**config.mk**
```make
export PLATFORM = sky130hd
export DESIGN_NAME = string_escape_encoder_core
export DESIGN_NICKNAME = d
export VERILOG_FILES = /design/src/hw/rtl/sesc_pkg.sv /design/src/hw/rtl/string_escape_encoder_core.sv /design/src/hw/rtl/sesc_front.sv /design/src/hw/rtl/sesc_queue.sv /design/src/hw/rtl/sesc_back.sv
export SDC_FILE = /design/constraint.sdc
export NUM_CORES = 1
export LEC_CHECK = 0
export BUFFER_PORTS_ARGS = -buffer_cell sky130_fd_sc_hd__buf_2
export CORE_MARGIN = 3
export CORE_UTILIZATION = 65
export CTS_CLUSTER_DIAMETER = 120
export DETAILED_ROUTE_END_ITERATION = 8
export GPL_ROUTABILITY_DRIVEN = 1
export HOLD_SLACK_MARGIN = 0.08
export PLACE_DENSITY_LB_ADDON = 0.2
export SLEW_MARGIN = 20
export SYNTH_ARGS = -nofsm -noshare
export SYNTH_HDL_FRONTEND = slang
export SYNTH_SLANG_ARGS = --single-unit
```
**constraint.sdc**
```tcl
create_clock -name clk -period 4.8 [get_ports clk]
set_input_delay 0.24 -clock clk [delete_from_list [all_inputs] [get_ports clk]]
set_output_delay 0.24 -clock clk [all_outputs]
set_load 0.05 [all_outputs]
```
**src/hw/rtl/sesc_pkg.sv**
```systemverilog
// shared types, character codes and decode functions for the string escape encoder
`timescale 1ns / 1ps
package sesc_pkg;

    localparam logic [2:0] MODE_SQ     = 3'd0;
    localparam logic [2:0] MODE_DQ     = 3'd1;
    localparam logic [2:0] MODE_XML    = 3'd2;
    localparam logic [2:0] MODE_BASE64 = 3'd3;

    localparam logic [7:0] CH_BSLASH = 8'h5C;
    localparam logic [7:0] CH_SQUOTE = 8'h27;
    localparam logic [7:0] CH_DQUOTE = 8'h22;
    localparam logic [7:0] CH_AMP    = 8'h26;
    localparam logic [7:0] CH_LT     = 8'h3C;
    localparam logic [7:0] CH_GT     = 8'h3E;
    localparam logic [7:0] CH_PAD    = 8'h3D;
    localparam logic [7:0] CH_PLUS   = 8'h2B;
    localparam logic [7:0] CH_SLASH  = 8'h2F;

    localparam logic [47:0] ENT_QUOT = "&quot;";
    localparam logic [39:0] ENT_AMP  = "&amp;";
    localparam logic [31:0] ENT_LT   = "&lt;";
    localparam logic [31:0] ENT_GT   = "&gt;";

    typedef enum logic [3:0] {
        K_PLAIN,
        K_ESC,
        K_QUOT,
        K_AMP,
        K_LT,
        K_GT,
        K_B64_3,
        K_B64_2,
        K_B64_1
    } kind_t;

    typedef struct packed {
        kind_t      kind;
        logic [7:0] c0;
        logic [7:0] c1;
        logic [7:0] c2;
        logic       last;
    } desc_t;

    function automatic logic [2:0] desc_len(input kind_t k);
        logic [2:0] n;
        unique case (k)
            K_PLAIN: n = 3'd1;
            K_ESC:   n = 3'd2;
            K_QUOT:  n = 3'd6;
            K_AMP:   n = 3'd5;
            K_LT:    n = 3'd4;
            K_GT:    n = 3'd4;
            default: n = 3'd4;
        endcase
        return n;
    endfunction

    function automatic logic [7:0] b64_char(input logic [5:0] s);
        logic [7:0] v;
        priority if (s < 6'd26)
            v = 8'd65 + {2'b00, s};
        else if (s < 6'd52)
            v = 8'd71 + {2'b00, s};
        else if (s < 6'd62)
            v = {2'b00, s} - 8'd4;
        else if (s == 6'd62)
            v = CH_PLUS;
        else
            v = CH_SLASH;
        return v;
    endfunction

    function automatic logic [7:0] char_at(input desc_t d, input logic [2:0] i);
        logic [7:0] ch;
        logic [5:0] sx;
        logic [2:0] nbytes;
        unique case (i[1:0])
            2'd0: sx = d.c0[7:2];
            2'd1: sx = {d.c0[1:0], d.c1[7:4]};
            2'd2: sx = {d.c1[3:0], d.c2[7:6]};
            default: sx = d.c2[5:0];
        endcase
        unique case (d.kind)
            K_B64_3: nbytes = 3'd3;
            K_B64_2: nbytes = 3'd2;
            default: nbytes = 3'd1;
        endcase
        unique case (d.kind)
            K_PLAIN: ch = d.c0;
            K_ESC:   ch = (i == 3'd0) ? CH_BSLASH : d.c0;
            K_QUOT:  ch = ENT_QUOT[8 * (3'd5 - i) +: 8];
            K_AMP:   ch = ENT_AMP[8 * (3'd4 - i) +: 8];
            K_LT:    ch = ENT_LT[8 * (3'd3 - i) +: 8];
            K_GT:    ch = ENT_GT[8 * (3'd3 - i) +: 8];
            default: ch = (i > nbytes) ? CH_PAD : b64_char(sx);
        endcase
        return ch;
    endfunction

endpackage

```
**src/hw/rtl/string_escape_encoder_core.sv**
```systemverilog
// top level of the string escape encoder
`timescale 1ns / 1ps
// Takes a string one byte per word (tlast on the final byte) and emits the escaped or
// encoded string one character per word, tlast on its final character. cfg_wr_data selects
// the treatment: 0 backslash before ' and \, 1 backslash before " and \, 2 XML entities for
// " & < >, 3 base64 with '=' padding, 4 to 7 passthrough; a write also drops any partial
// base64 group. The output runs at one character per cycle when the receiver does not stall,
// and an input byte produces as many characters as its treatment gives: one for most bytes, two
// for an escape, four to six for an entity, and in base64 four for the byte that completes a
// group of three or ends the string, none for the other bytes of a group.
// The back end's character sequencer walks through them; a two-entry descriptor queue lets
// input keep flowing while a long expansion or a stalled output is in progress.
module string_escape_encoder_core (
    input  logic       clk,
    input  logic       rst_n,
    input  logic       cfg_wr_en,
    input  logic [2:0] cfg_wr_data,      // quote_mode
    input  logic       s_axis_tvalid,
    output logic       s_axis_tready,
    input  logic [7:0] s_axis_tdata,     // [7:0] in_byte
    input  logic       s_axis_tlast,
    output logic       m_axis_tvalid,
    input  logic       m_axis_tready,
    output logic [7:0] m_axis_tdata,     // [7:0] out_char
    output logic       m_axis_tlast
);
    import sesc_pkg::*;

    logic  in_fire;
    logic  push;
    logic  pop;
    logic  full;
    logic  head_valid;
    desc_t push_desc;
    desc_t head_desc;

    assign s_axis_tready = !full;
    assign in_fire       = s_axis_tvalid && !full;

    sesc_front u_front (
        .clk         (clk),
        .rst_n       (rst_n),
        .cfg_wr_en   (cfg_wr_en),
        .cfg_wr_data (cfg_wr_data),
        .in_fire     (in_fire),
        .in_byte     (s_axis_tdata),
        .in_last     (s_axis_tlast),
        .push        (push),
        .push_desc   (push_desc)
    );

    sesc_queue u_queue (
        .clk        (clk),
        .rst_n      (rst_n),
        .push       (push),
        .push_desc  (push_desc),
        .pop        (pop),
        .full       (full),
        .head_valid (head_valid),
        .head_desc  (head_desc)
    );

    sesc_back u_back (
        .clk           (clk),
        .rst_n         (rst_n),
        .head_valid    (head_valid),
        .head_desc     (head_desc),
        .pop           (pop),
        .m_axis_tvalid (m_axis_tvalid),
        .m_axis_tready (m_axis_tready),
        .m_axis_tdata  (m_axis_tdata),
        .m_axis_tlast  (m_axis_tlast)
    );

endmodule

```
**src/hw/rtl/sesc_front.sv**
```systemverilog
// front end: accepts input bytes, holds the mode and base64 group, classifies into descriptors
`timescale 1ns / 1ps
module sesc_front (
    input  logic           clk,
    input  logic           rst_n,
    input  logic           cfg_wr_en,
    input  logic [2:0]     cfg_wr_data,
    input  logic           in_fire,
    input  logic [7:0]     in_byte,
    input  logic           in_last,
    output logic           push,
    output sesc_pkg::desc_t push_desc
);
    import sesc_pkg::*;

    logic [2:0]  mode_reg;
    logic [1:0]  phase_reg, phase_next;
    logic [15:0] held_reg, held_next;
    logic        emit;
    desc_t       d;

    always_comb
    begin
        phase_next = phase_reg;
        held_next  = held_reg;
        emit       = 1'b1;
        d.kind     = K_PLAIN;
        d.c0       = in_byte;
        d.c1       = 8'd0;
        d.c2       = 8'd0;
        d.last     = in_last;
        unique case (mode_reg)
            MODE_SQ:
            begin
                if (in_byte == CH_SQUOTE || in_byte == CH_BSLASH)
                    d.kind = K_ESC;
            end
            MODE_DQ:
            begin
                if (in_byte == CH_DQUOTE || in_byte == CH_BSLASH)
                    d.kind = K_ESC;
            end
            MODE_XML:
            begin
                priority if (in_byte == CH_DQUOTE)
                    d.kind = K_QUOT;
                else if (in_byte == CH_AMP)
                    d.kind = K_AMP;
                else if (in_byte == CH_LT)
                    d.kind = K_LT;
                else if (in_byte == CH_GT)
                    d.kind = K_GT;
                else
                    d.kind = K_PLAIN;
            end
            MODE_BASE64:
            begin
                priority if (phase_reg == 2'd2)
                begin
                    d.kind     = K_B64_3;
                    d.c0       = held_reg[15:8];
                    d.c1       = held_reg[7:0];
                    d.c2       = in_byte;
                    phase_next = 2'd0;
                    held_next  = 16'd0;
                end
                else if (phase_reg == 2'd1)
                begin
                    d.kind = K_B64_2;
                    d.c0   = held_reg[15:8];
                    d.c1   = in_byte;
                    emit   = in_last;
                    if (in_last)
                    begin
                        phase_next = 2'd0;
                        held_next  = 16'd0;
                    end
                    else
                    begin
                        phase_next = 2'd2;
                        held_next  = {held_reg[15:8], in_byte};
                    end
                end
                else
                begin
                    d.kind = K_B64_1;
                    emit   = in_last;
                    if (in_last)
                    begin
                        phase_next = 2'd0;
                        held_next  = 16'd0;
                    end
                    else
                    begin
                        phase_next = 2'd1;
                        held_next  = {in_byte, 8'd0};
                    end
                end
            end
            default:
            begin
                d.kind = K_PLAIN;
            end
        endcase
    end

    assign push      = in_fire && emit;
    assign push_desc = d;

    always_ff @(posedge clk or negedge rst_n)
    begin
        if (!rst_n)
        begin
            mode_reg  <= MODE_SQ;
            phase_reg <= 2'd0;
            held_reg  <= 16'd0;
        end
        else if (cfg_wr_en)
        begin
            mode_reg  <= cfg_wr_data;
            phase_reg <= 2'd0;
            held_reg  <= 16'd0;
        end
        else if (in_fire)
        begin
            phase_reg <= phase_next;
            held_reg  <= held_next;
        end
    end

endmodule

```
**src/hw/rtl/sesc_queue.sv**
```systemverilog
// two-entry descriptor queue between front and back
`timescale 1ns / 1ps
module sesc_queue (
    input  logic            clk,
    input  logic            rst_n,
    input  logic            push,
    input  sesc_pkg::desc_t push_desc,
    input  logic            pop,
    output logic            full,
    output logic            head_valid,
    output sesc_pkg::desc_t head_desc
);
    import sesc_pkg::*;

    desc_t      entry_reg [2];
    logic       wr_ptr_reg;
    logic       rd_ptr_reg;
    logic [1:0] count_reg;

    assign full       = (count_reg == 2'd2);
    assign head_valid = (count_reg != 2'd0);
    assign head_desc  = entry_reg[rd_ptr_reg];

    always_ff @(posedge clk)
    begin
        if (push)
            entry_reg[wr_ptr_reg] <= push_desc;
    end

    always_ff @(posedge clk or negedge rst_n)
    begin
        if (!rst_n)
        begin
            wr_ptr_reg <= 1'b0;
            rd_ptr_reg <= 1'b0;
            count_reg  <= 2'd0;
        end
        else
        begin
            if (push)
                wr_ptr_reg <= ~wr_ptr_reg;
            if (pop)
                rd_ptr_reg <= ~rd_ptr_reg;
            unique case ({push, pop})
                2'b10:   count_reg <= count_reg + 2'd1;
                2'b01:   count_reg <= count_reg - 2'd1;
                default: count_reg <= count_reg;
            endcase
        end
    end

endmodule

```
**src/hw/rtl/sesc_back.sv**
```systemverilog
// back end: expands the head descriptor into one output character per cycle while the output is not stalled
`timescale 1ns / 1ps
module sesc_back (
    input  logic            clk,
    input  logic            rst_n,
    input  logic            head_valid,
    input  sesc_pkg::desc_t head_desc,
    output logic            pop,
    output logic            m_axis_tvalid,
    input  logic            m_axis_tready,
    output logic [7:0]      m_axis_tdata,
    output logic            m_axis_tlast
);
    import sesc_pkg::*;

    logic [2:0] idx_reg;
    logic       valid_reg;
    logic [7:0] char_reg;
    logic       last_reg;
    logic       step;
    logic       final_char;

    assign step       = head_valid && (!valid_reg || m_axis_tready);
    assign final_char = (idx_reg == desc_len(head_desc.kind) - 3'd1);
    assign pop        = step && final_char;

    always_ff @(posedge clk or negedge rst_n)
    begin
        if (!rst_n)
        begin
            idx_reg   <= 3'd0;
            valid_reg <= 1'b0;
        end
        else
        begin
            if (step)
                idx_reg <= final_char ? 3'd0 : idx_reg + 3'd1;
            if (step)
                valid_reg <= 1'b1;
            else if (m_axis_tready)
                valid_reg <= 1'b0;
        end
    end

    always_ff @(posedge clk)
    begin
        if (step)
        begin
            char_reg <= char_at(head_desc, idx_reg);
            last_reg <= head_desc.last && final_char;
        end
    end

    assign m_axis_tvalid = valid_reg;
    assign m_axis_tdata  = char_reg;
    assign m_axis_tlast  = last_reg;

endmodule

```
# After elaboration in Yosys (flattened, before gate mapping)
# Memory sizes are Yosys's and may differ from the RTL's.
# Cells that the tools add are included.
# Widths: inputs -> output; s select.
totals:
  mem_bits_rw: 58
  out_inout_bits: 11
  reg_bits: 38
  mem_count: 1
mem_list:
  columns: ["memory", "words", "width", "rd", "rd_ports_with_merged_regs", "write_ports", "line_no", "text"]
  rows:
  - ["u_queue.entry_reg", 2, 29, 1, 0, 1, "sesc_queue.sv:15", "desc_t entry_reg [2];"]
classes:
  shift: 4
  eq_ne: 26
  n_lt_le_gt_ge: 4
  n_addsub: 10
  n_reduce_logical: 21
  mux: 46
  bitwise: 2
ops:
  columns: ["op", "n"]
  rows:
  - ["$mux 16", 8]
  - ["$shiftx 32x33->8 const A", 2]
  - ["$mux 8", 6]
  - ["$pmux 8 s6", 1]
  - ["$shiftx 48x33->8 const A", 1]
  - ["$eq 8x6->1 const B", 5]
  - ["$shiftx 40x33->8 const A", 1]
  - ["$mux 24", 1]
  - ["$mux 20", 1]
  - ["$pmux 6 s3", 1]
  - ["$add 7x6->8 const A", 2]
  - ["$eq 4x3->1 const B", 4]
  - ["$mux 4", 4]
  - ["$pmux 4 s4", 1]
  - ["$lt 6x6->1 const B", 2]
  - ["$mux 2", 6]
  - ["$mux 3", 4]
  - ["$pmux 3 s4", 1]
  - ["$reduce_bool 2->1", 5]
  - ["$mux 1", 9]
  - ["$eq 2x2->1 const B", 4]
  - ["$eq 4x2->1 const B", 2]
  - ["$eq 8x7->1 const B", 1]
  - ["$pmux 2 s2", 2]
  - ["other kinds (26)", 39]

# Longest topological paths before layout
depth:
  word_depth: 11
  mapped_depth: 18
  ltp_nobuf: 14

# Hierarchy
# Synthesis repeated with hierarchy kept, for this count alone.
unflattened:
  hier_cells: 439
  area_unflattened_um2: 5292.6
by_module_without_submodules:
  columns: ["mod", "cells_each", "area_each_um2", "n_inst", "seq_area_each_um2"]
  rows:
  - ["sesc_queue", 106, 2287.2, 1, 1841.8]
  - ["sesc_back", 211, 1710.4, 1, 370.4]
  - ["sesc_front", 120, 1285.0, 1, 525.5]
  - ["string_escape_encoder_core", 2, 10.0, 1, 0.0]

# Worst setup path before layout
# No wires, ideal clock.
synth_timing:
  path_type: "flip-flop to flip-flop"
  start: "register u_queue.rd_ptr_reg"
  end: "register u_queue.count_reg[1]"
  period_less_slack_ps: 3121
  t_required_ps: 4721
  setup_slack_ps: 1679
  setup_ps: 79
  path_stages_with_launch: 17
  arrival_time_ps: 3042
  path_cell_list: "dfrtp_1 -> buf_6 -> buf_12 -> buf_6 -> mux2_2 -> buf_2 -> nand2_1 -> nand3_1 -> ha_1 -> xor2_1 -> or3_1 -> a21oi_1 -> o21ai_1 -> nor2_2 -> ha_1 -> nor2_1 -> xor2_1"
synth_via:
  elab_chain_len: 8
  elab_cells_between_ends: 13
  cone_classes: "add/sub (1); eq/ne (6); mux (2); reduce/logical (3); memory (1)"
synth_lines:
  columns: ["item", "line_no", "text"]
  rows:
  - ["from (decl)", "sesc_queue.sv:17", "logic rd_ptr_reg;"]
  - ["from (signal assigned)", "sesc_queue.sv:43", "rd_ptr_reg <= ~rd_ptr_reg;"]
  - ["$mem_v2 2x29 (*)", null, null]
  - ["$eq 4x2->1, or another cell as far along", "sesc_pkg.sv:47", "unique case (k)"]
  - ["$pmux 3 s4 (*)", "sesc_pkg.sv:47", null]
  - ["$sub 3x1->3 (*)", "sesc_back.sv:24", "assign final_char = (idx_reg == desc_len(head_desc.kind) - 3'd1);"]
  - ["$eq 3x3->1 (*)", "sesc_back.sv:24", null]
  - ["$logic_and 1x1->1 (*)", "sesc_back.sv:25", "assign pop = step && final_char;"]
  - ["via pop", "string_escape_encoder_core.sv:31", "logic pop;"]
  - ["$eq 2x1->1 or $eq 2x2->1 (tied branches)", "sesc_queue.sv:44", "unique case ({push, pop})"]
  - ["$pmux 2 s2 or $reduce_bool 2->1 (tied branches)", null, null]
  - ["to (signal assigned)", "sesc_queue.sv:45", "2'b10: count_reg <= count_reg + 2'd1;"]
  - ["to (signal assigned)", "sesc_queue.sv:46", "2'b01: count_reg <= count_reg - 2'd1;"]
  - ["to (signal assigned)", "sesc_queue.sv:47", "default: count_reg <= count_reg;"]
  - ["to (decl)", "sesc_queue.sv:18", "logic [1:0] count_reg;"]
# The timed path passes the listed nets; every way through them passes the cells marked *.
# A chain may end at the register's enable or synchronous reset.

# Worst setup path in the final report
layout_timing:
  start: "register u_queue.rd_ptr_reg"
  end: "register u_back.char_reg[2] (netlist: u_back.m_axis_tdata[2]) (data pin)"
layout_via:
  elab_chain_len: 10
  elab_cells_between_ends: 28
  cone_classes: "add/sub (3); order compare (4); eq/ne (8); mux (11); reduce/logical (1); memory (1)"
layout_lines:
  columns: ["item", "line_no", "text"]
  rows:
  - ["$mem_v2 2x29 (*)", null, null]
  - ["branches (longest 8 deep; another with $sub 6x3->7)", null, null]
  - ["$pmux 8 s6 (*)", "sesc_pkg.sv:89", "unique case (d.kind)"]
  - ["to (signal assigned)", "sesc_back.sv:49", "char_reg <= char_at(head_desc, idx_reg);"]
  - ["to (decl)", "sesc_back.sv:18", "logic [7:0] char_reg;"]
# Mark *: on every way between the ends. The select of a mux whose other input is x is not followed.

==> impl_results.md <==
* Outcome: complete, no violations
* Max reg flops at 58
* Fill count at about 560
* Hold Path Stages at 2
* Worst R2R Setup Slack at 1.21 ns
* Final core utilization at 73.0%
* Initial antenna violation count at 0
* Required @ worst endpoint at 4.90 ns
* Clock Power Share at a little over an eighth
* Vias in the first global route at 3772
* CTS tree: yes
* Min-delay src: cfg_wr_data[1]
* Post-place setup slack at 1.22 ns
* Clock buffer depth at 2
* Initial DRC Count at 235
* Largest net degree at the start of global routing at 30
* PortBufs at 27
* Max Cap Viol at 0
* Top Ports at 28
* Vias/cell at 6.32
* Final ANT Viol Nets at 0
* Most used DFF post-synth: edfxtp_1
* Sequential Power Share at 33.3%
* Crit-path max FO at 25
* DRT Pass-1 Iters at 5
* Final slew viol count at 0
* Mapped Avg Cell Area at 11.7 µm²
* Avg WL per Cell at 19.6 µm
* Rel. slew slack at slightly above 30%
* Overflow after GRT at 0
* Critical path class: reg2reg
* Clock transition at path regs at 0.11 ns
* Number of synthesized flops with an enable pin at 67
* # setup viols final at 0
* YS warnings at 0
* Final worst path period need at 3.59 ns
* Int Power at about 2.1 mW
* Final Skew at 0.00992 ns
* Die area at 0.00935 mm²
* FFs w/ async S/R, synth at 30.2%
* CTS root buffer: clkbuf_8
* Worst r2r path cells at 10
* Net load switching power at 1.75 mW
* # DRC at 0
* Starting density of the core at 68.2%
* Hold Crit Class: in2reg
* Post-synthesis sequential area ratio at 51.2%
* Fin. Hold Viols at 0
* Startpoint types: flip-flop
* Post-cts sizing count at 0
* Comb power frac at a little over half
* Die width at a little under 100 µm
* Worst R2R End: u_back.m_axis_tdata[2]$_DFFE_PP_
* Site Rows at 32
* Die Ht at 96.7 µm
* Total clock sinks at 96
* First-pass GRT wire length at 19200 µm
* Setup TNS at 0 ns
* Pwr Density at 669 mW/mm²
* RSZ-0062 raised after global routing: no
* Final worst setup slack at 1.21 ns
* VDD IR max at 261 µV
* Hold Buf Count CTS at 2
* Worst Tran Pin Value at 1.03 ns
* Yosys cell types at 77
* Switching Share at 45.7%
* Critical path arrival at 3.69 ns
* Fin crit share at between 70% and 80%
* Net count, final at just over 500
* P_leak at approximately 2.2 nW
* DR vias at around 3700
* Total GRT Usage at about a quarter
* Syn nets at 494
* Crit. End Element: flip-flop
* Synth Register Bits at 96
* Synthesized cell area at 0.00535 mm²
* Post-synthesis instance total at 458
* Clk_lat worst skew at roughly 0.36 ns
* Final RePlAce weighted congestion at 1.02
* Total Wirelength at approximately 11000 µm
* Post-DP HPWL at 8320 µm
* Number of antenna diodes at 0
* Reg-to-Reg Start: u_queue.rd_ptr_reg$_DFFE_PN0P_
* Worst-case hold slack at ~0.11 ns
* Num CTS Buffers at 9
* Setup bufs post-CTS at 0
* Hold endpoint: u_front.mode_reg[1]$_DFFE_PN0P_
* Peak Freq at around 280 MHz
* Core box area at roughly 0.0078 mm²
* Tot Pwr at approximately 3.8 mW
* Share of layout cells above drive strength 1 at 19.8%
* H-tree depth at 3
* Synthesis-to-layout area growth at 7.06%
[metrics by stage]
stage          area [µm²]  instances
2_1_floorplan        5350        458
3_3_place_gp         5510        569
3_5_place_dp         5510        569
4_1_cts              5730        587
5_1_grt              5730        587
6_report             5730        587
[power groups by stage]
stage                     sequential [mW]  combinational, mW  clock (mW)
after floorplan                      1.37               1.53           0
after global placement               1.28               1.98           0
after detailed placement             1.29               2.00           0
after CTS                            1.27               2.02       0.530
after global routing                 1.30               2.21       0.564
final                                1.27               2.03       0.522
[cell usage after synthesis (all sizes together), types with 3 or more instances]
library cell	count	area [µm²]
o21a	3	30.0
xnor2	9	78.8
nor2b	3	18.8
inv	15	56.3
a222oi	4	40.0
o221ai	3	26.3
o311ai	3	26.3
nor2	45	174
a21o	3	22.5
buf	7	77.6
clkbuf	14	52.6
ha	19	238
and3	9	56.3
nand2b	7	46.3
a211oi	3	27.5
nor3	3	26.3
or3	5	36.3
o21ai	23	115
mux2	30	360
dfrtp	29	726
a21oi	26	134
o22ai	4	25.0
edfxtp	67	2010
a22oi	5	42.5
a22o	17	149
nand2	38	145
a221oi	4	41.3
mux2i	10	125
a31oi	4	25.0
o32ai	3	52.6
xor2	4	35.0
nand3	11	60.1
[worst max path at each step]
stage | startpoint | to | slack [ns] | cells after the start
after floorplan | u_queue.rd_ptr_reg$_DFFE_PN0P_ | u_queue.count_reg[1]$_DFFE_PN0P_ | 1.68 | 16
after global placement | u_queue.rd_ptr_reg$_DFFE_PN0P_ | u_back.m_axis_tdata[2]$_DFFE_PP_ | 1.32 | 10
after detailed placement | u_queue.rd_ptr_reg$_DFFE_PN0P_ | u_back.m_axis_tdata[2]$_DFFE_PP_ | 1.22 | 10
after CTS | u_queue.rd_ptr_reg$_DFFE_PN0P_ | u_back.m_axis_tdata[2]$_DFFE_PP_ | 1.23 | 10
after global routing | u_queue.rd_ptr_reg$_DFFE_PN0P_ | u_queue.count_reg[1]$_DFFE_PN0P_ | 0.99 | 13
final | u_queue.rd_ptr_reg$_DFFE_PN0P_ | u_back.m_axis_tdata[2]$_DFFE_PP_ | 1.21 | 10
[metal layers]
| layer | up-vias | wire (µm) | track usage [%] | share of wire (%) |
|---|---|---|---|---|
| li1 | 1774 | - | - | - |
| met2 | 149 | 5520 | 40.1 | 48 |
| met5 | - | 0 | 0 | 0 |
| met4 | 0 | 309 | 11.0 | 2.7 |
| met3 | 28 | 653 | 4.18 | 5.7 |
| met1 | 1760 | 5010 | 35.0 | 44 |
[cell usage in the layout (no fill, tap or decap), types with 4 or more instances in the layout]
cell type and n:
clkbuf_8 9, ha_1 19, mux2i_1 8, nor2_2 4
and3_1 9, a31oi_1 4, nor2_1 41, nand2b_1 6
o21ai_1 5, mux2_2 18, a22oi_1 4, a22o_1 17
o22ai_1 4, dfrtp_1 29, edfxtp_1 67, or3_1 4
nand2_1 37, mux2_4 6, mux2_1 6, nand3_1 10
a222oi_1 4, inv_1 12, xor2_1 4, a21oi_1 25
o21ai_0 18, buf_2 27, xnor2_1 9
[critical path: stages (launching register included)]
cell and delay (ns):
dfrtp_1 0.75, buf_4 0.44, mux2_2 0.40, a222oi_1 0.50
mux2i_4 0.19, inv_2 0.13, ha_1 0.26, nor3_4 0.11
or3_1 0.32, o211ai_1 0.11, a221oi_2 0.10
[kinds of logic (layout without fill, tap and decap cells)]
family	Yosys count	in the layout	synth area share, %
muxes	40	40	9.08
and+or+nand+nor	134	134	12.8
buffers and inverters	37	64	3.56
DFF	96	96	51.2
adders and majority gates	19	19	4.44
AOI/OAI and AO/OA	119	119	16.8
xor gates and xnor gates	13	13	2.13
[layout make-up]
cell class	instances	area (µm²)	share of cell area, %
Multi-Input combinational cell	325	2430	42.4
Inverter	16	60.1	1.05
Clock buffer	9	124	2.16
Timing Repair Buffer	32	178	3.10
Tap cell	102	128	2.23
Clock inverter	7	73.8	1.29
Sequential cell	96	2740	47.8
Power figures use the tool's default switching activity.
